**src/rtl/button_debounce_long_press_assert.svh**
```systemverilog
// ----------------------------------------------------------------------------
// Button debounce assertion macros
// Shared concurrent assertion forms for the debounce block.
// ----------------------------------------------------------------------------
`ifndef BUTTON_DEBOUNCE_LONG_PRESS_ASSERT_SVH
`define BUTTON_DEBOUNCE_LONG_PRESS_ASSERT_SVH

// implication, skipped while reset is asserted
`define BDLP_ASSERT_IMP(label, clk, rst_n, ante, cons, msg) \
    label: assert property (@(posedge clk) disable iff (!rst_n) (ante) |-> (cons)) \
        else $error(msg);

// next-cycle implication, evaluated during reset as well
`define BDLP_ASSERT_NEXT(label, clk, ante, cons, msg) \
    label: assert property (@(posedge clk) (ante) |=> (cons)) else $error(msg);

`endif

```
**src/rtl/bdlp_pkg.sv**
```systemverilog
// ----------------------------------------------------------------------------
// bdlp_pkg
// Types and constants shared by the button debounce / long press block.
// ----------------------------------------------------------------------------
`default_nettype none

package bdlp_pkg;

    localparam int TIME_BITS_DEF = 32;

    localparam int CFG_W     = 16;
    localparam int CFG_IDX_W = 1;

    localparam logic [CFG_IDX_W-1:0] CFG_DEBOUNCE = 1'b0;
    localparam logic [CFG_IDX_W-1:0] CFG_LONG     = 1'b1;

    localparam logic [CFG_W-1:0] DEBOUNCE_RST = 16'd50;
    localparam logic [CFG_W-1:0] LONG_RST     = 16'd1000;

    localparam logic [1:0] EV_PRESS   = 2'd0;
    localparam logic [1:0] EV_RELEASE = 2'd1;
    localparam logic [1:0] EV_LONG    = 2'd2;

    typedef struct packed {
        logic [1:0]  event_kind;
        logic [31:0] stamp_ms;
        logic [31:0] hold_ms;
        logic [31:0] press_count;
        logic [31:0] last_press_stamp;
        logic        final_flag;
    } t_result;

    // results produced by one sample, in order
    typedef struct packed {
        logic [1:0] cnt;
        t_result    res0;
        t_result    res1;
    } t_push;

endpackage

`default_nettype wire

```
**src/rtl/bdlp_in_if.sv**
```systemverilog
// ----------------------------------------------------------------------------
// bdlp_in_if
// Poll sample channel: valid/ready handshake with sample payload.
// ----------------------------------------------------------------------------
`default_nettype none

interface bdlp_in_if;
    logic        valid;
    logic        ready;
    logic [31:0] now_ms;
    logic        pin_level;
    logic        edge_flag;

    modport source (output valid, output now_ms, output pin_level, output edge_flag,
                    input ready);
    modport sink   (input valid, input now_ms, input pin_level, input edge_flag,
                    output ready);
endinterface

`default_nettype wire

```
**src/rtl/bdlp_out_if.sv**
```systemverilog
// ----------------------------------------------------------------------------
// bdlp_out_if
// Button event channel: valid/ready handshake with event payload.
// ----------------------------------------------------------------------------
`default_nettype none

interface bdlp_out_if;
    logic        valid;
    logic        ready;
    logic [1:0]  event_kind;
    logic [31:0] stamp_ms;
    logic [31:0] hold_ms;
    logic [31:0] press_count;
    logic [31:0] last_press_stamp;
    logic        final_flag;

    modport source (output valid, output event_kind, output stamp_ms, output hold_ms,
                    output press_count, output last_press_stamp, output final_flag,
                    input ready);
    modport sink   (input valid, input event_kind, input stamp_ms, input hold_ms,
                    input press_count, input last_press_stamp, input final_flag,
                    output ready);
endinterface

`default_nettype wire

```
**src/rtl/bdlp_outq.sv**
```systemverilog
// ----------------------------------------------------------------------------
// bdlp_outq
// Two-entry event queue; takes up to two events per cycle, emits one when ready is high.
// ----------------------------------------------------------------------------
`default_nettype none

module bdlp_outq
    import bdlp_pkg::*;
(
    input  wire logic   i_clk,
    input  wire logic   i_rst_n,
    input  wire t_push  i_push,
    output logic [1:0]  o_free,
    bdlp_out_if.source  o_out
);

    t_result    r_q0, r_q1, n_q0, n_q1;
    logic [1:0] r_cnt, n_cnt;
    logic [1:0] cnt_p;
    logic       pop;

    assign pop   = (r_cnt != 2'd0) && o_out.ready;
    assign cnt_p = r_cnt - {1'b0, pop};
    assign o_free = 2'd2 - cnt_p;

    always_comb begin
        n_q0  = pop ? r_q1 : r_q0;
        n_q1  = r_q1;
        n_cnt = cnt_p + i_push.cnt;
        if (cnt_p == 2'd0) begin
            if (i_push.cnt != 2'd0) n_q0 = i_push.res0;
            if (i_push.cnt == 2'd2) n_q1 = i_push.res1;
        end else if (cnt_p == 2'd1) begin
            if (i_push.cnt != 2'd0) n_q1 = i_push.res0;
        end
    end

    always_ff @(posedge i_clk) begin
        if (!i_rst_n) begin
            r_cnt <= 2'd0;
        end else begin
            r_cnt <= n_cnt;
        end
        r_q0 <= n_q0;
        r_q1 <= n_q1;
    end

    assign o_out.valid            = (r_cnt != 2'd0);
    assign o_out.event_kind       = r_q0.event_kind;
    assign o_out.stamp_ms         = r_q0.stamp_ms;
    assign o_out.hold_ms          = r_q0.hold_ms;
    assign o_out.press_count      = r_q0.press_count;
    assign o_out.last_press_stamp = r_q0.last_press_stamp;
    assign o_out.final_flag       = r_q0.final_flag;

endmodule

`default_nettype wire

```
**src/rtl/bdlp_core.sv**
```systemverilog
// ----------------------------------------------------------------------------
// bdlp_core
// Sample register, debounce state and event generation, config registers.
// ----------------------------------------------------------------------------
`default_nettype none

module bdlp_core
    import bdlp_pkg::*;
#(
    parameter int TIME_BITS = TIME_BITS_DEF
) (
    input  wire logic                 i_clk,
    input  wire logic                 i_rst_n,
    input  wire logic                 i_cfg_we,
    input  wire logic [CFG_IDX_W-1:0] i_cfg_idx,
    input  wire logic [CFG_W-1:0]     i_cfg_data,
    bdlp_in_if.sink                   i_in,
    input  wire logic [1:0]           i_free,
    output t_push                     o_push
);

    logic [CFG_W-1:0] r_debounce, r_long;

    logic        r_valid;
    logic [31:0] r_now;
    logic        r_lvl;
    logic        r_edge;

    logic                 r_stable;
    logic [TIME_BITS-1:0] r_last_change;
    logic                 r_held;
    logic [TIME_BITS-1:0] r_hold_start;
    logic [TIME_BITS-1:0] r_last_long;
    logic [31:0]          r_press_total;
    logic [TIME_BITS-1:0] r_press_stamp;

    logic [TIME_BITS-1:0] now_t, dur, dur2, since_long, since_chg, long_t;
    logic [31:0]          now32, dur32, dur2_32, stamp32, total_n;
    logic                 lvl_chg, void_s, take, press, rel, ongoing, rel_long;
    logic                 held_n;
    logic [1:0]           need;
    logic                 fire;
    t_result              ev_first, ev_long;

    assign now_t      = TIME_BITS'(64'(r_now));
    assign long_t     = TIME_BITS'(r_long);
    assign since_chg  = now_t - r_last_change;
    assign dur        = now_t - r_hold_start;
    assign since_long = now_t - r_last_long;

    assign lvl_chg  = (r_lvl != r_stable);
    assign void_s   = (lvl_chg || r_edge) && (since_chg < TIME_BITS'(r_debounce));
    assign take     = !void_s && lvl_chg;
    assign press    = take && !r_lvl && !r_held;
    assign rel      = take && r_lvl && r_held;
    assign rel_long = (dur >= long_t);
    assign held_n   = press | (r_held & ~rel);
    assign dur2     = press ? '0 : dur;
    assign ongoing  = !void_s && held_n && !r_lvl && (dur2 >= long_t) &&
                      (since_long > long_t);
    assign total_n  = r_press_total + {31'd0, press};

    assign now32   = 32'(64'(now_t));
    assign dur32   = 32'(64'(dur));
    assign dur2_32 = 32'(64'(dur2));
    assign stamp32 = press ? now32 : 32'(64'(r_press_stamp));

    assign need = {1'b0, press} + {1'b0, rel} + {1'b0, ongoing};
    assign fire = r_valid && (need <= i_free);

    assign i_in.ready = !r_valid || fire;

    always_comb begin
        ev_long = '{event_kind: EV_LONG, stamp_ms: now32, hold_ms: dur2_32,
                    press_count: total_n, last_press_stamp: stamp32, final_flag: 1'b1};
        if (press) begin
            ev_first = '{event_kind: EV_PRESS, stamp_ms: now32, hold_ms: 32'd0,
                         press_count: total_n, last_press_stamp: stamp32,
                         final_flag: !ongoing};
        end else if (rel) begin
            ev_first = '{event_kind: rel_long ? EV_LONG : EV_RELEASE, stamp_ms: now32,
                         hold_ms: dur32, press_count: total_n,
                         last_press_stamp: stamp32, final_flag: 1'b1};
        end else begin
            ev_first = ev_long;
        end
        o_push.cnt  = fire ? need : 2'd0;
        o_push.res0 = ev_first;
        o_push.res1 = ev_long;
    end

    always_ff @(posedge i_clk) begin
        if (!i_rst_n) begin
            r_debounce    <= DEBOUNCE_RST;
            r_long        <= LONG_RST;
            r_valid       <= 1'b0;
            r_stable      <= 1'b1;
            r_last_change <= '0;
            r_held        <= 1'b0;
            r_hold_start  <= '0;
            r_last_long   <= '0;
            r_press_total <= '0;
            r_press_stamp <= '0;
        end else begin
            if (i_cfg_we) begin
                unique case (i_cfg_idx)
                    CFG_DEBOUNCE: r_debounce <= i_cfg_data;
                    CFG_LONG:     r_long     <= i_cfg_data;
                    default:      ;
                endcase
            end
            if (i_in.valid && i_in.ready) begin
                r_valid <= 1'b1;
            end else if (fire) begin
                r_valid <= 1'b0;
            end
            if (fire) begin
                if (take) begin
                    r_stable      <= r_lvl;
                    r_last_change <= now_t;
                end
                r_held <= held_n;
                if (press) begin
                    r_hold_start  <= now_t;
                    r_press_stamp <= now_t;
                end
                r_press_total <= total_n;
                if (ongoing) r_last_long <= now_t;
            end
        end
        if (i_in.valid && i_in.ready) begin
            r_now  <= i_in.now_ms;
            r_lvl  <= i_in.pin_level;
            r_edge <= i_in.edge_flag;
        end
    end

endmodule

`default_nettype wire

```
**src/rtl/button_debounce_long_press.sv**
```systemverilog
// ----------------------------------------------------------------------------
// button_debounce_long_press
// Poll-sample button debouncer with press, release and long-press events.
// ----------------------------------------------------------------------------
// One poll sample is taken per clock while input ready is high. A sample is
// registered, evaluated against the debounce state in the following cycle and
// its zero, one or two events are written to a two-entry output queue. While
// the output takes events, samples giving at most one event flow at one per
// cycle; one giving two (press plus ongoing long press) waits until the queue
// has room for both. Input ready falls only when the queue lacks room for the
// pending sample's events. Configuration writes take effect on the next edge.
`default_nettype none
`include "button_debounce_long_press_assert.svh"

module button_debounce_long_press
    import bdlp_pkg::*;
#(
    parameter int TIME_BITS = TIME_BITS_DEF
) (
    input  wire logic                 i_clk,
    input  wire logic                 i_rst_n,
    input  wire logic                 i_cfg_we,
    input  wire logic [CFG_IDX_W-1:0] i_cfg_idx,
    input  wire logic [CFG_W-1:0]     i_cfg_data,
    bdlp_in_if.sink                   i_in,
    bdlp_out_if.source                o_out
);

    t_push      push;
    logic [1:0] free;

    bdlp_core #(
        .TIME_BITS (TIME_BITS)
    ) u_core (
        .i_clk      (i_clk),
        .i_rst_n    (i_rst_n),
        .i_cfg_we   (i_cfg_we),
        .i_cfg_idx  (i_cfg_idx),
        .i_cfg_data (i_cfg_data),
        .i_in       (i_in),
        .i_free     (free),
        .o_push     (push)
    );

    bdlp_outq u_outq (
        .i_clk   (i_clk),
        .i_rst_n (i_rst_n),
        .i_push  (push),
        .o_free  (free),
        .o_out   (o_out)
    );

    `BDLP_ASSERT_IMP(a_push_fits, i_clk, i_rst_n, push.cnt != 2'd0, push.cnt <= free, "queue overflow")
    `BDLP_ASSERT_IMP(a_pair_final, i_clk, i_rst_n, push.cnt == 2'd2, push.res1.final_flag && !push.res0.final_flag, "bad final flag on event pair")
    `BDLP_ASSERT_NEXT(a_rst_empty, i_clk, !i_rst_n, !o_out.valid, "events present after reset")

endmodule

`default_nettype wire
```
**src/flat_wrapper.sv**
```systemverilog
// flat-port wrapper written by rule: the top's interface ports become plain ports
module button_debounce_long_press_flat import bdlp_pkg::*;
#(
    parameter int TIME_BITS = TIME_BITS_DEF
)
  (i_clk, i_rst_n, i_cfg_we, i_cfg_idx, i_cfg_data, i_in_valid, i_in_now_ms, i_in_pin_level, i_in_edge_flag, i_in_ready, o_out_valid, o_out_event_kind, o_out_stamp_ms, o_out_hold_ms, o_out_press_count, o_out_last_press_stamp, o_out_final_flag, o_out_ready);
  bdlp_in_if i_in_i ();
  bdlp_out_if o_out_i ();
  input  wire logic i_clk;
  input  wire logic i_rst_n;
  input  wire logic i_cfg_we;
  input  wire logic [CFG_IDX_W-1:0] i_cfg_idx;
  input  wire logic [CFG_W-1:0] i_cfg_data;
  input wire logic [$bits(i_in_i.valid)-1:0] i_in_valid;
  input wire logic [$bits(i_in_i.now_ms)-1:0] i_in_now_ms;
  input wire logic [$bits(i_in_i.pin_level)-1:0] i_in_pin_level;
  input wire logic [$bits(i_in_i.edge_flag)-1:0] i_in_edge_flag;
  output wire logic [$bits(i_in_i.ready)-1:0] i_in_ready;
  output wire logic [$bits(o_out_i.valid)-1:0] o_out_valid;
  output wire logic [$bits(o_out_i.event_kind)-1:0] o_out_event_kind;
  output wire logic [$bits(o_out_i.stamp_ms)-1:0] o_out_stamp_ms;
  output wire logic [$bits(o_out_i.hold_ms)-1:0] o_out_hold_ms;
  output wire logic [$bits(o_out_i.press_count)-1:0] o_out_press_count;
  output wire logic [$bits(o_out_i.last_press_stamp)-1:0] o_out_last_press_stamp;
  output wire logic [$bits(o_out_i.final_flag)-1:0] o_out_final_flag;
  input wire logic [$bits(o_out_i.ready)-1:0] o_out_ready;
  assign i_in_i.valid = i_in_valid;
  assign i_in_i.now_ms = i_in_now_ms;
  assign i_in_i.pin_level = i_in_pin_level;
  assign i_in_i.edge_flag = i_in_edge_flag;
  assign i_in_ready = i_in_i.ready;
  assign o_out_valid = o_out_i.valid;
  assign o_out_event_kind = o_out_i.event_kind;
  assign o_out_stamp_ms = o_out_i.stamp_ms;
  assign o_out_hold_ms = o_out_i.hold_ms;
  assign o_out_press_count = o_out_i.press_count;
  assign o_out_last_press_stamp = o_out_i.last_press_stamp;
  assign o_out_final_flag = o_out_i.final_flag;
  assign o_out_i.ready = o_out_ready;
  button_debounce_long_press #(.TIME_BITS(TIME_BITS)) u_core (.i_clk(i_clk), .i_rst_n(i_rst_n), .i_cfg_we(i_cfg_we), .i_cfg_idx(i_cfg_idx), .i_cfg_data(i_cfg_data), .i_in(i_in_i), .o_out(o_out_i));
endmodule
```
**config.mk**
```make
export PLATFORM = sky130hd
export DESIGN_NAME = button_debounce_long_press_flat
export DESIGN_NICKNAME = d
export VERILOG_FILES = /design/src/rtl/bdlp_pkg.sv /design/src/rtl/bdlp_in_if.sv /design/src/rtl/bdlp_out_if.sv /design/src/rtl/bdlp_outq.sv /design/src/rtl/bdlp_core.sv /design/src/rtl/button_debounce_long_press.sv /design/src/flat_wrapper.sv
export VERILOG_INCLUDE_DIRS = /design/src /design/src/rtl
export SDC_FILE = /design/constraint.sdc
export NUM_CORES = 1
export LEC_CHECK = 0
export ABC_CLOCK_PERIOD_IN_PS = 13400
export BUFFER_PORTS_ARGS = -buffer_cell sky130_fd_sc_hd__buf_2
export CELL_PAD_IN_SITES_DETAIL_PLACEMENT = 1
export CELL_PAD_IN_SITES_GLOBAL_PLACEMENT = 1
export CORE_UTILIZATION = 43
export DETAILED_ROUTE_END_ITERATION = 12
export GPL_TIMING_DRIVEN = 1
export PLACE_DENSITY = 0.76
export SYNTH_ARGS = -nofsm -noshare
export SYNTH_HDL_FRONTEND = slang
export SYNTH_SLANG_ARGS = --single-unit
```
**constraint.sdc**
```tcl
create_clock -name i_clk -period 13.4 [get_ports i_clk]
set_clock_uncertainty 0.05 [all_clocks]
set_input_delay 1.34 -clock i_clk [delete_from_list [all_inputs] [get_ports i_clk]]
set_output_delay 1.34 -clock i_clk [all_outputs]
set_load 0.03 [all_outputs]
```
# == Word-level counts from Yosys, hierarchy flattened ==
# Cells that the tools add are included.
# totals
ff_bits,493
output_inout_bits,133
# classes
n_addsub,9
n_lt_le_gt_ge,5
n_eq_ne,4
n_mux,15
bitwise_logic,4
reduce_logical,32
# ops
operator,count
131-bit two-way mux,9
32-bit subtractor,3
32-bit by 16-bit >= comparator with 1-bit output,2
32-bit two-way mux,2
32-bit by 1-bit adder with 32-bit output,1
32-bit by 16-bit greater-than comparator with 1-bit output,1
32-bit by 16-bit < comparator with 1-bit output,1
1-bit logical AND,13
2-bit AND reduction,5
2-bit nonzero test,5
1-bit zero test,5
2-bit two-way mux,2
3-bit AND reduction,1
1-bit by 1-bit adder with 2-bit output,1
2-bit by 1-bit adder with 2-bit output,1
2-bit adder,1
2-bit by 1-bit equality test with 1-bit output (second input constant),1
2-bit equality test (second input constant),1
2-bit <= comparator,1
2-bit zero test,1
1-bit logical OR,2
1-bit two-way mux,2
2-bit by 1-bit != test with 1-bit output (second input constant),1
1-bit inverter,2
5 further kinds,5

# == Logic depth before layout (Yosys ltp) ==
# Gate-level depths: netlist of the first run.
# depth
ltp_word,22
depth_mapped,46
ltp_nobuf,43

# == Modules after synthesis ==
# Synthesis of the first run repeated with hierarchy kept, for this count alone.
# unflattened
hier_cells,3291
area_unflattened_um2,29268.1
# by_module_without_submodules
module,instances,cells_per_inst,area_each_um2
bdlp_core,1,2281,18381.4
bdlp_outq,1,1010,10886.7

# == Worst setup path before layout of the first run ==
# No wires, ideal clock.
# synth_timing
kind,flip-flop to flip-flop
from,reg u_core.u_core.r_now[1] (netlist: u_core.u_core.now32[1])
to,reg u_core.u_outq.r_q1[0] in the netlist's numbering (enable)
setup_time_ns,0.623
arrival_ns,13.728
required_ns,12.727
slack_ns,-1.000
stages_incl_launch_ff,42
n_path_buf,5
cell_sequence,edfxtp_1 -> ha_1 -> nor2b_1 -> o2111a_1 -> or2_2 -> nand3_1 -> and2_1 -> nor2_1 -> a31oi_1 -> xnor2_1 -> ha_1 -> a21oi_1 -> a21oi_1 -> nor3_1 -> o2111ai_1 -> or4_4 -> nor4_4 -> a21boi_2 -> (+6 left out) -> a2111oi_0 -> a21o_1 -> a21oi_1 -> a211o_1 -> a21o_1 -> a31oi_1 -> inv_1 -> fa_1 -> inv_1 -> ha_1 -> nor2b_1 -> o21ai_0 -> and2_1 -> clkbuf_1 -> clkbuf_1 -> clkbuf_1 -> nand2_1 -> nor2_1
# synth_via
elab_chain_cells,21
word_cells_on_any_way,31
classes_between,add/sub: 5; order compare: 4; eq/ne: 2; mux: 2; bitwise: 3; reduce/logical: 15
# synth_rtl
element,line_no,source
from (decl),bdlp_core.sv:25,logic [31:0] r_now;
from (signal assigned),bdlp_core.sv:132,r_now <= i_in.now_ms;
"parallel branches: the longest is 14 deep, another holds 32-bit subtractor",-,
2-bit by 1-bit adder with 2-bit output (*),bdlp_core.sv:68,"assign need = {1'b0, press} + {1'b0, rel} + {1'b0, ongoing};"
2-bit <= comparator,bdlp_core.sv:69,assign fire = r_valid && (need <= i_free);
1-bit logical AND,bdlp_core.sv:69,
2-bit two-way mux (*),bdlp_core.sv:87,o_push.cnt = fire ? need : 2'd0;
2-bit equality test or 2-bit nonzero test (tied branches),"bdlp_outq.sv:32, bdlp_outq.sv:34",
2-bit by 1-bit != test with 1-bit output (no source line) or 2-bit nonzero test (tied branches),-,
3-bit AND reduction (no source line) (*),-,
to (signal assigned),bdlp_outq.sv:45,r_q1 <= n_q1;
to (decl),bdlp_outq.sv:17,"t_result r_q0, r_q1, n_q0, n_q1;"
# Every way passes the cells marked *.
# A chain may end at the register's enable or synchronous reset.

==> flow_metrics.env, run 1 <==
export IMPL_status="finished clean"
export IMPL_critPathArrivalTime_ns=12.17
export IMPL_antenna_cells=0
export IMPL_ant_nets=0
export IMPL_io_buffers=188
export IMPL_ys_top_cells_by_area="dfxtp_1, edfxtp_1, mux2i_1, ha_1, nand2_1"
export IMPL_drv_slew=0
export IMPL_endpoint_kind="flop"
export IMPL_filler_cell_count=7020
export IMPL_cts_buffers_inserted=53
export IMPL_grt_pass1_wl_um=122000
export IMPL_syn_area_per_cell_um2=9.41
export IMPL_crit_fanout=91
export IMPL_switchingPower_mw=3.29
export IMPL_period_share_pct=87.7
export IMPL_netlist_instances=2842
export IMPL_multi_input_area_um2=14000
export IMPL_hold_buffers=0
export IMPL_synthDistinctLibCells=88
export IMPL_drc=0
export IMPL_totalWireLength_um=78900
export IMPL_period_needed_ns=11.75
export IMPL_reg2reg_slack_ns=1.65
export IMPL_hold_violations=0
export IMPL_switching_share_pct=43.5
export IMPL_grt_usage_pct=24.4
export IMPL_cts_sinks=493
export IMPL_dpl_instance_area_um2=28400
export IMPL_postCtsResizedCells=0
export IMPL_vias_per_cell=5.53
export IMPL_required_ns=13.82
export IMPL_synthFlopType="dfxtp_1"
export IMPL_cts_path_max_buffers=3
export IMPL_start_kind="flop"
export IMPL_p_int_mw=4.28
export IMPL_hpwl_um=57500
export IMPL_drtIter0Drc=1108
export IMPL_r2r_start="u_core.u_core.now32[0]$_DFFE_PP_"
export IMPL_die_area_um2=63200
export IMPL_syn_area_um2=26800
export IMPL_io_pins=189
export IMPL_rsz0062_at_grt="no"
export IMPL_setup_viol=0
export IMPL_seqPwrFrac_pct=30.8
export IMPL_die_y_um=251
export IMPL_final_nets=3200
export IMPL_ys_ff_latch=493
export IMPL_final_seq_area_um2=11500
export IMPL_critical_path_top_delay_family="simple AND/OR/NAND/NOR gates"
export IMPL_clkTransAtPathRegs_ns=0.06
export IMPL_yosys_warnings=0
export IMPL_pwr_share_comb_pct=49.1
export IMPL_synth_edff_count=165
export IMPL_num_rows=91
export IMPL_cts_tree="built"
export IMPL_post_cts_buffers=0
export IMPL_synth_area_leader_cell="dfxtp_1"
export IMPL_synth_top_family_by_area="compound AO/OA/AOI/OAI gates"
export IMPL_cellPowerDensity_nw_per_um2=250
export IMPL_max_freq_ghz=0.0851
export IMPL_area_delta_synth_final_pct=13.0
export IMPL_min_path_cells=2
export IMPL_floorplan_initialDensity_pct=43.4
export IMPL_worstHoldEndpoint="u_core.u_core.r_last_long[8]$_SDFFE_PN0P_"
export IMPL_ff2ff_path_depth=39
export IMPL_hold_start="u_core.u_core.r_last_long[8]$_SDFFE_PN0P_"
export IMPL_synthXorXnorAreaFrac_pct=4.03
export IMPL_seq_area_frac_synth_pct=43.1
export IMPL_cp_num_buf_inv=6
export IMPL_yosys_area_share_simple_pct=15.1
export IMPL_holdCritPathClass="reg -> reg"
export IMPL_cp_slowest_stage_delay_ns=0.87
export IMPL_wire_per_inst_um=20.5
export IMPL_clk_latency_ns=0.63
export IMPL_netlist_area_leader_share_pct=24.5
export IMPL_maxCapViolations=0
export IMPL_synthAdderAreaFrac_pct=8.00
export IMPL_irDropWorstVdd_uv=110
export IMPL_fp_dieW_um=251
export IMPL_grt_pass1_vias=22100
export IMPL_r2r_end="u_core.u_outq.o_out.stamp_ms[2]$_DFF_P_"
export IMPL_async_flop_share_pct=0
export IMPL_synth_net_count=3065
export IMPL_drive_gt1_share_pct=12.2
export IMPL_antenna_found_initial=0
export IMPL_fin_area_um2=30200
export IMPL_grt_overflow=0
export IMPL_setup_tns_ns=0
export IMPL_crit_type="reg -> reg"
export IMPL_critPathSlowestCell="and2_1"
export IMPL_cts_htree_levels=2
export IMPL_tightest_slew_ns=1.28
export IMPL_relSlewSlack_pct=14.1
export IMPL_core_area_um2=61600
export IMPL_firstDrtPassIters=5
export IMPL_root_buffer="clkbuf_16"
export IMPL_synth_compound_area_share_pct=15.5
export IMPL_cellLeakagePower_nw=11.7
export IMPL_vias=21300
export IMPL_grt_max_degree=149
export IMPL_power_frac_clock_pct=20.1
export IMPL_synthMuxAreaShare_pct=9.65
export IMPL_place_congestion=0.902
-- cell usage in the layout, fill, tap and decap left out, types with 79 or more instances in the layout --
cell type  count
ha_1         163
a21oi_1      245
a21boi_0      81
inv_1        165
edfxtp_1     165
xnor2_1       81
nand2_1      349
mux2i_1      205
buf_2        187
dfxtp_1      328
o21ai_0       79
nor2b_1       80
nor2_1       203
-- worst reg2reg max path: cells and delay by family (launching register included) --
| kind | cells | cell delay [ns] |
|---|---|---|
| xor gates and xnor gates | 1 | 0.21 |
| buffers and inverters | 6 | 1.32 |
| AOI/OAI and AO/OA | 11 | 2.32 |
| DFF | 1 | 0.53 |
| and+or+nand+nor | 13 | 4.85 |
| adders and majority gates | 8 | 2.36 |
-- worst max-delay path by stage --
stage | start | end | slack [ns] | depth (start not counted)
after floorplan | u_core.u_core.now32[1]$_DFFE_PP_ | u_core.u_outq.r_q1[0]$_SDFFCE_PP1P_ | 1.19 | 41
after global placement | u_core.u_core.now32[0]$_DFFE_PP_ | u_core.u_outq.o_out.event_kind[0]$_DFF_P_ | 2.16 | 38
after detailed placement | u_core.u_core.now32[0]$_DFFE_PP_ | u_core.u_outq.o_out.press_count[20]$_DFF_P_ | 1.82 | 39
after CTS | u_core.u_core.now32[0]$_DFFE_PP_ | i_in_ready | 1.72 | 37
after global routing | u_core.u_core.now32[0]$_DFFE_PP_ | u_core.u_outq.o_out.stamp_ms[2]$_DFF_P_ | 1.04 | 39
final | u_core.u_core.now32[0]$_DFFE_PP_ | u_core.u_outq.o_out.stamp_ms[2]$_DFF_P_ | 1.65 | 39
-- per-stage QoR --
step	power [mW]	setup slack, ns	hold WS, ns	util (%)	std cells
after floorplan	4.97	1.19	0.374	-	2842
after global placement	5.90	2.16	0.393	46.1	3759
after detailed placement	6.06	1.82	0.400	46.1	3759
after CTS	7.62	1.72	0.409	49.1	3859
after global routing	8.03	1.04	0.428	49.1	3859
final	7.57	1.65	0.408	49.1	3859
-- cells in the mapped netlist, drive strengths merged (14+ instances only) --
cell type    n
nand2      350
dfxtp      328
a21oi      247
mux2i      205
nor2       205
inv        166
edfxtp     165
ha         163
a21boi     107
clkbuf      99
o21ai       83
xnor2       81
nor2b       80
xor2        42
nand3       40
and2        39
buf         39
mux2        37
nor3        37
a21o        33
o211ai      30
nand4       29
and3        25
o21a        21
o21bai      21
or3         16
a211oi      15
nand2b      14
-- layout make-up --
type | instances | area share, %
Multi-Input combinational cell | 2045 | 46.4
Sequential cell | 493 | 38.1
Clock buffer | 74 | 4.98
Timing Repair Buffer | 218 | 4.00
Tap cell | 837 | 3.46
Inverter | 166 | 2.06
Clock inverter | 26 | 1.02
-- flip-flops by register name, summed over array words and instances (netlist names), 2 cells and up --
signal / cells
u_core.u_outq.o_out.hold_ms: 32
u_core.u_core.r_debounce: 16
u_core.u_core.r_hold_start: 32
u_core.u_core.r_long: 16
u_core.u_core.r_last_change: 32
u_core.u_core.now32: 32
u_core.u_outq.o_out.stamp_ms: 32
u_core.u_core.r_press_stamp: 32
u_core.u_outq.r_cnt: 2
u_core.u_outq.o_out.last_press_stamp: 32
u_core.u_core.r_press_total: 32
u_core.u_core.r_last_long: 32
u_core.u_outq.o_out.press_count: 32
u_core.u_outq.o_out.event_kind: 2
u_core.u_outq.r_q1: 131
-- power by group through the flow --
stage | registers (mW) | logic, mW | clock network, mW
finish | 2.34 | 3.71 | 1.52
global route | 2.38 | 4.04 | 1.61
CTS | 2.34 | 3.72 | 1.56
detailed placement | 2.37 | 3.69 | 0
global placement | 2.34 | 3.56 | 0
floorplan | 2.70 | 2.27 | 0
-- per-layer routing --
metal  global-route usage [%]  wire length (um)  up-vias
met5                        0                 0        -
met4                     7.37              1980        0
met3                     2.78              2640      117
met2                     43.2             39000      353
met1                     31.0             35400    10600
li1                         -                 -    10200
-- kinds of logic (layout without fill, tap and decap cells) --
logic type | count (synthesis) | after routing
simple gates | 868 | 868
compound gates | 643 | 643
flops | 493 | 493
buf+inv | 304 | 484
mux | 242 | 242
fa+ha+maj | 169 | 169
xor+xnor | 123 | 123
No activity file was read; power rests on OpenSTA's default activity.
==> run 2: changes to the inputs <==
- ABC_AREA: unset -> 1
- CORE_UTILIZATION: 43 -> 41
- SKIP_LAST_GASP: unset -> 1
==> flow_metrics.env, run 2 <==
export IMPL_setup_tns_ns=0
export IMPL_vias_per_cell=5.23
export IMPL_num_rows=92
export IMPL_place_congestion=0.919
export IMPL_antenna_cells=0
export IMPL_ant_nets=0
export IMPL_grt_overflow=0
export IMPL_cts_tree="built"
export IMPL_p_int_mw=4.69
export IMPL_grt_max_degree=84
export IMPL_floorplan_initialDensity_pct=41.7
export IMPL_io_pins=189
export IMPL_critPathSlowestCell="buf_4"
export IMPL_seqPwrFrac_pct=28.8
export IMPL_period_needed_ns=9.85
export IMPL_rsz0062_at_grt="no"
export IMPL_max_freq_ghz=0.102
export IMPL_power_frac_clock_pct=18.2
export IMPL_cp_slowest_stage_delay_ns=0.74
export IMPL_hold_buffers=0
export IMPL_period_share_pct=73.5
export IMPL_pwr_share_comb_pct=53.0
export IMPL_crit_type="reg -> reg"
export IMPL_root_buffer="clkbuf_16"
export IMPL_layout_common_cells="nand2_1, inv_1, dfxtp_1"
export IMPL_syn_area_per_cell_um2=7.49
export IMPL_area_delta_synth_final_pct=13.9
export IMPL_hold_violations=0
export IMPL_grt_pass1_vias=24200
export IMPL_synth_edff_count=165
export IMPL_largest_reg_flops=131
export IMPL_irDropWorstVdd_uv=152
export IMPL_start_kind="flop"
export IMPL_drtIter0Drc=1198
export IMPL_reg2reg_slack_ns=3.55
export IMPL_core_area_um2=63500
export IMPL_drv_slew=0
export IMPL_antenna_found_initial=0
export IMPL_netlist_instances=3542
export IMPL_cp_common_cell="nand2_1"
export IMPL_synth_net_count=3765
export IMPL_critPathArrivalTime_ns=10.37
export IMPL_final_common_cell="nand2_1"
export IMPL_regMostFlops="u_core.u_outq.r_q1"
export IMPL_relSlewSlack_pct=23.1
export IMPL_post_cts_buffers=0
export IMPL_drive_gt1_share_pct=9.46
export IMPL_setup_viol=0
export IMPL_io_buffers=188
export IMPL_clk_latency_ns=0.66
export IMPL_final_nets=3907
export IMPL_vias=23900
export IMPL_cts_sinks=493
export IMPL_status="finished clean"
export IMPL_cellLeakagePower_nw=14.0
export IMPL_synthDistinctLibCells=56
export IMPL_syn_area_um2=26500
export IMPL_totalWireLength_um=85700
export IMPL_ys_ff_latch=493
export IMPL_cts_htree_levels=2
export IMPL_holdCritPathClass="reg -> reg"
export IMPL_drc=0
export IMPL_synth_area_leader_cell="dfxtp_1"
export IMPL_ys_top_cells_by_area="dfxtp_1, edfxtp_1, nand2_1, ha_1, inv_1"
export IMPL_switchingPower_mw=4.31
export IMPL_clkTransAtPathRegs_ns=0.06
export IMPL_final_cells=4579
export IMPL_netlist_area_leader_share_pct=24.8
export IMPL_async_flop_share_pct=0
export IMPL_maxCapViolations=0
export IMPL_cellPowerDensity_nw_per_um2=298
export IMPL_filler_cell_count=7904
export IMPL_switching_share_pct=47.9
export IMPL_wire_per_inst_um=18.7
export IMPL_die_area_um2=65700
export IMPL_cts_path_max_buffers=3
export IMPL_crit_fanout=83
export IMPL_seq_area_frac_synth_pct=43.4
export IMPL_yosys_warnings=0
export IMPL_required_ns=13.92
export IMPL_hpwl_um=63100
export IMPL_yosysMostFrequentCell="nand2_1"
export IMPL_fp_dieW_um=256
export IMPL_cts_buffers_inserted=57
export IMPL_die_y_um=256
export IMPL_tightest_slew_ns=1.15
export IMPL_endpoint_kind="flop"
export IMPL_grt_pass1_wl_um=133000
export IMPL_firstDrtPassIters=5
export IMPL_postCtsResizedCells=0
export IMPL_grt_usage_pct=25.6
export IMPL_dp_cells=4471
export IMPL_synth_common_cells="nand2_1, inv_1, dfxtp_1"
export IMPL_synthFlopType="dfxtp_1"
run 2: critical path, delay by kind of cell (launching register included):
family,cells,cell delay (ns)
fa+ha+maj,5,1.72
simple gates,26,3.84
buf+inv,9,2.33
flops,1,0.59
xor+xnor,1,0.19
compound gates,6,0.94
run 2: worst paths after layout:
check,from,endpoint,depth (start not counted)
max,u_core.u_core.now32[11]$_DFFE_PP_,u_core.u_outq.o_out.last_press_stamp[25]$_DFF_P_,47
min,u_core.u_core.r_last_change[19]$_SDFFE_PN0P_,u_core.u_core.r_last_change[19]$_SDFFE_PN0P_,2
max reg2reg,u_core.u_core.now32[11]$_DFFE_PP_,u_core.u_outq.o_out.last_press_stamp[25]$_DFF_P_,47
min reg2reg,u_core.u_core.r_last_change[19]$_SDFFE_PN0P_,u_core.u_core.r_last_change[19]$_SDFFE_PN0P_,2
run 2: power by group through the flow:
stage	Combinational [mW]	Clock (mW)	Sequential, mW
2_1_floorplan	2.98	0	2.95
3_3_place_gp	4.62	0	2.60
3_5_place_dp	4.75	0	2.62
4_1_cts	4.79	1.67	2.60
5_1_grt	5.30	1.72	2.66
6_report	4.77	1.63	2.59
run 2: through the flow:
| step | hold slack (ns) | cell area (um2) | util (%) | power (mW) | worst slack, ns |
|---|---|---|---|---|---|
| 4_1_cts | 0.414 | 30200 | 47.5 | 9.05 | 3.51 |
| 3_5_place_dp | 0.405 | 28200 | 44.4 | 7.37 | 3.59 |
| 5_1_grt | 0.427 | 30200 | 47.5 | 9.68 | 2.64 |
| 3_3_place_gp | 0.399 | 28200 | 44.4 | 7.22 | 3.79 |
| 2_1_floorplan | 0.374 | 26500 | - | 5.93 | 0.530 |
| 6_report | 0.410 | 30200 | 47.5 | 9.00 | 3.55 |
run 2: cells by family (layout without fill, tap and decap cells):
family	count (synthesis)	count (layout)	share of synthesized area, %
AOI/OAI and AO/OA	600	600	12.4
xor gates and xnor gates	95	95	3.14
adders and majority gates	167	167	7.99
buffers and inverters	626	817	8.98
DFF	493	493	43.4
muxes	1	1	0.0377
and+or+nand+nor	1560	1560	24.0
run 2: final cells by class:
class | instances | area (um2) | area share, %
Clock buffer | 84 | 1640 | 5.43
Clock inverter | 24 | 340 | 1.13
Inverter | 497 | 1870 | 6.20
Multi-Input combinational cell | 2423 | 12600 | 41.9
Sequential cell | 493 | 11500 | 38.1
Tap cell | 846 | 1060 | 3.50
Timing Repair Buffer | 212 | 1120 | 3.71
run 2: metal layers:
metal,up-vias,track usage (%),share of wire [%]
met5,-,0,0
met3,140,2.45,3.1
met4,0,8.98,3.3
met1,11600,33.0,46
met2,397,44.6,48
li1,11800,-,-
==> run 3: changes to the inputs <==
- ABC_CLOCK_PERIOD_IN_PS: 13400 -> 9600
- CORE_UTILIZATION: 41 -> 45
- PLACE_DENSITY: 0.76 -> 0.79
- clock period: 13.4 -> 9.6 ns (I/O delays scaled with it)
==> flow_metrics.env, run 3 (synthesized netlist as in run 2, its figures left out) <==
export IMPL_relSlewSlack_pct=32.6
export IMPL_grt_overflow=0
export IMPL_required_ns=8.59
export IMPL_cts_sinks=493
export IMPL_firstDrtPassIters=5
export IMPL_num_rows=88
export IMPL_drtIter0Drc=1242
export IMPL_vias_per_cell=5.39
export IMPL_cellPowerDensity_nw_per_um2=420
export IMPL_area_delta_synth_final_pct=13.7
export IMPL_status="finished clean"
export IMPL_totalWireLength_um=90100
export IMPL_hpwl_um=67400
export IMPL_io_pins=189
export IMPL_setup_tns_ns=0
export IMPL_total_power_mw=12.7
export IMPL_final_common_cell="nand2_1"
export IMPL_regMostFlops="u_core.u_outq.r_q1"
export IMPL_die_y_um=245
export IMPL_hold_violations=0
export IMPL_critPathArrivalTime_ns=8.05
export IMPL_max_freq_ghz=0.110
export IMPL_period_needed_ns=9.06
export IMPL_antenna_found_initial=0
export IMPL_critPathSlowestCell="edfxtp_1"
export IMPL_root_buffer="clkbuf_16"
export IMPL_cp_common_cell="nor2_1"
export IMPL_drc=0
export IMPL_cellLeakagePower_nw=14.0
export IMPL_final_util_pct=52.0
export IMPL_fp_dieW_um=245
export IMPL_largest_reg_flops=131
export IMPL_die_area_um2=59900
export IMPL_place_congestion=0.940
export IMPL_pre_cts_slack_ns=0.595
export IMPL_start_kind="flop"
export IMPL_clkTransAtPathRegs_ns=0.06
export IMPL_drv_slew=0
export IMPL_period_share_pct=94.4
export IMPL_grt_pass1_wl_um=140000
export IMPL_grt_usage_pct=29.7
export IMPL_cts_buffers_inserted=55
export IMPL_layout_setup_ws_ns=0.536
export IMPL_clk_latency_ns=0.62
export IMPL_grt_max_degree=135
export IMPL_final_nets=3924
export IMPL_grt_pass1_vias=25500
export IMPL_maxCapViolations=0
export IMPL_cts_tree="built"
export IMPL_cts_htree_levels=2
export IMPL_drive_gt1_share_pct=9.82
export IMPL_layout_common_cells="nand2_1, inv_1, dfxtp_1"
export IMPL_irDropWorstVdd_uv=253
export IMPL_holdCritPathClass="reg -> reg"
export IMPL_tightest_slew_ns=1.01
export IMPL_io_buffers=188
export IMPL_floorplan_initialDensity_pct=45.8
export IMPL_cp_slowest_stage_delay_ns=0.60
export IMPL_rsz0062_at_grt="no"
export IMPL_filler_cell_count=7327
export IMPL_crit_type="reg -> out"
export IMPL_vias=24300
export IMPL_core_area_um2=57900
export IMPL_setup_viol=0
export IMPL_endpoint_kind="output pin"
export IMPL_crit_fanout=26
export IMPL_wire_per_inst_um=20.0
export IMPL_cts_path_max_buffers=3
export IMPL_ant_nets=0
run 3: cell types whose count changed in the layout (fill, tap and decap cells not counted), moves of 2 or more:
cell       previous run  this run
inv_1               478       480
buf_4                24        39
inv_6                 1         4
bufinv_16             6         4
clkinv_2              9         6
clkbuf_8              9        12
clkbuf_16            58        55
clkbuf_1             17        15
buf_12                0         3
clkinv_16             2         0
inv_2                15        13
run 3: repair_timing:
action,CTS,global route
setup buffers,0,0
hold endpoints to repair,0,0
hold buffers,0,0
endpoints found under the setup margin,0,55
gates resized for setup,0,3
run 3: layout make-up:
| type | count | area [um2] | area share, % |
|---|---|---|---|
| Tap cell | 765 | 957 | 3.18 |
| Clock buffer | 82 | 1600 | 5.30 |
| Inverter | 497 | 1880 | 6.22 |
| Clock inverter | 22 | 234 | 0.776 |
| Timing Repair Buffer | 231 | 1310 | 4.33 |
| Sequential cell | 493 | 11500 | 38.2 |
| Multi-Input combinational cell | 2423 | 12600 | 42.0 |
| Antenna cell | 1 | 2.50 | 0.00830 |
run 3: final timing paths:
check        cells after the start                                           end  slack (ns)                                    startpoint
max                             38                                    i_in_ready        0.54             u_core.u_core.now32[11]$_DFFE_PP_
min                              2  u_core.u_core.r_last_change[19]$_SDFFE_PN0P_        0.41  u_core.u_core.r_last_change[19]$_SDFFE_PN0P_
min reg2reg                      2  u_core.u_core.r_last_change[19]$_SDFFE_PN0P_        0.41  u_core.u_core.r_last_change[19]$_SDFFE_PN0P_
max reg2reg                     45      u_core.u_outq.o_out.stamp_ms[28]$_DFF_P_        0.55             u_core.u_core.now32[11]$_DFFE_PP_
run 3: where the power goes:
group	total (mW)	switching (mW)	internal, mW
combinational	6.91	4.82	2.09
sequential	3.59	0.444	3.15
clock	2.16	0.899	1.26
total	12.7	6.16	6.50
run 3: worst max-delay path, delay by kind of cell (launching register included):
family	cells	cell delay [ns]
flops	1	0.60
compound gates	5	1.17
simple gates	21	3.04
buf+inv	6	0.87
xor+xnor	1	0.22
fa+ha+maj	5	1.51
run 3: layer usage:
| metal | vias up | part of all wire (%) | global-route usage (%) | wire [um] |
|---|---|---|---|---|
| li1 | 11800 | - | - | - |
| met1 | 11900 | 43 | 36.8 | 39000 |
| met2 | 510 | 49 | 52.7 | 44500 |
| met3 | 156 | 3.6 | 3.28 | 3260 |
| met4 | 0 | 3.7 | 11.2 | 3340 |
| met5 | - | 0 | 0 | 0 |
run 3: through the flow:
step	area [um2]	hold slack (ns)	std cells
after global placement	28300	0.397	4409
after floorplan	26500	0.374	3542
after CTS	30100	0.414	4513
after global routing	30100	0.430	4513
final	30100	0.411	4514
after detailed placement	28300	0.405	4409
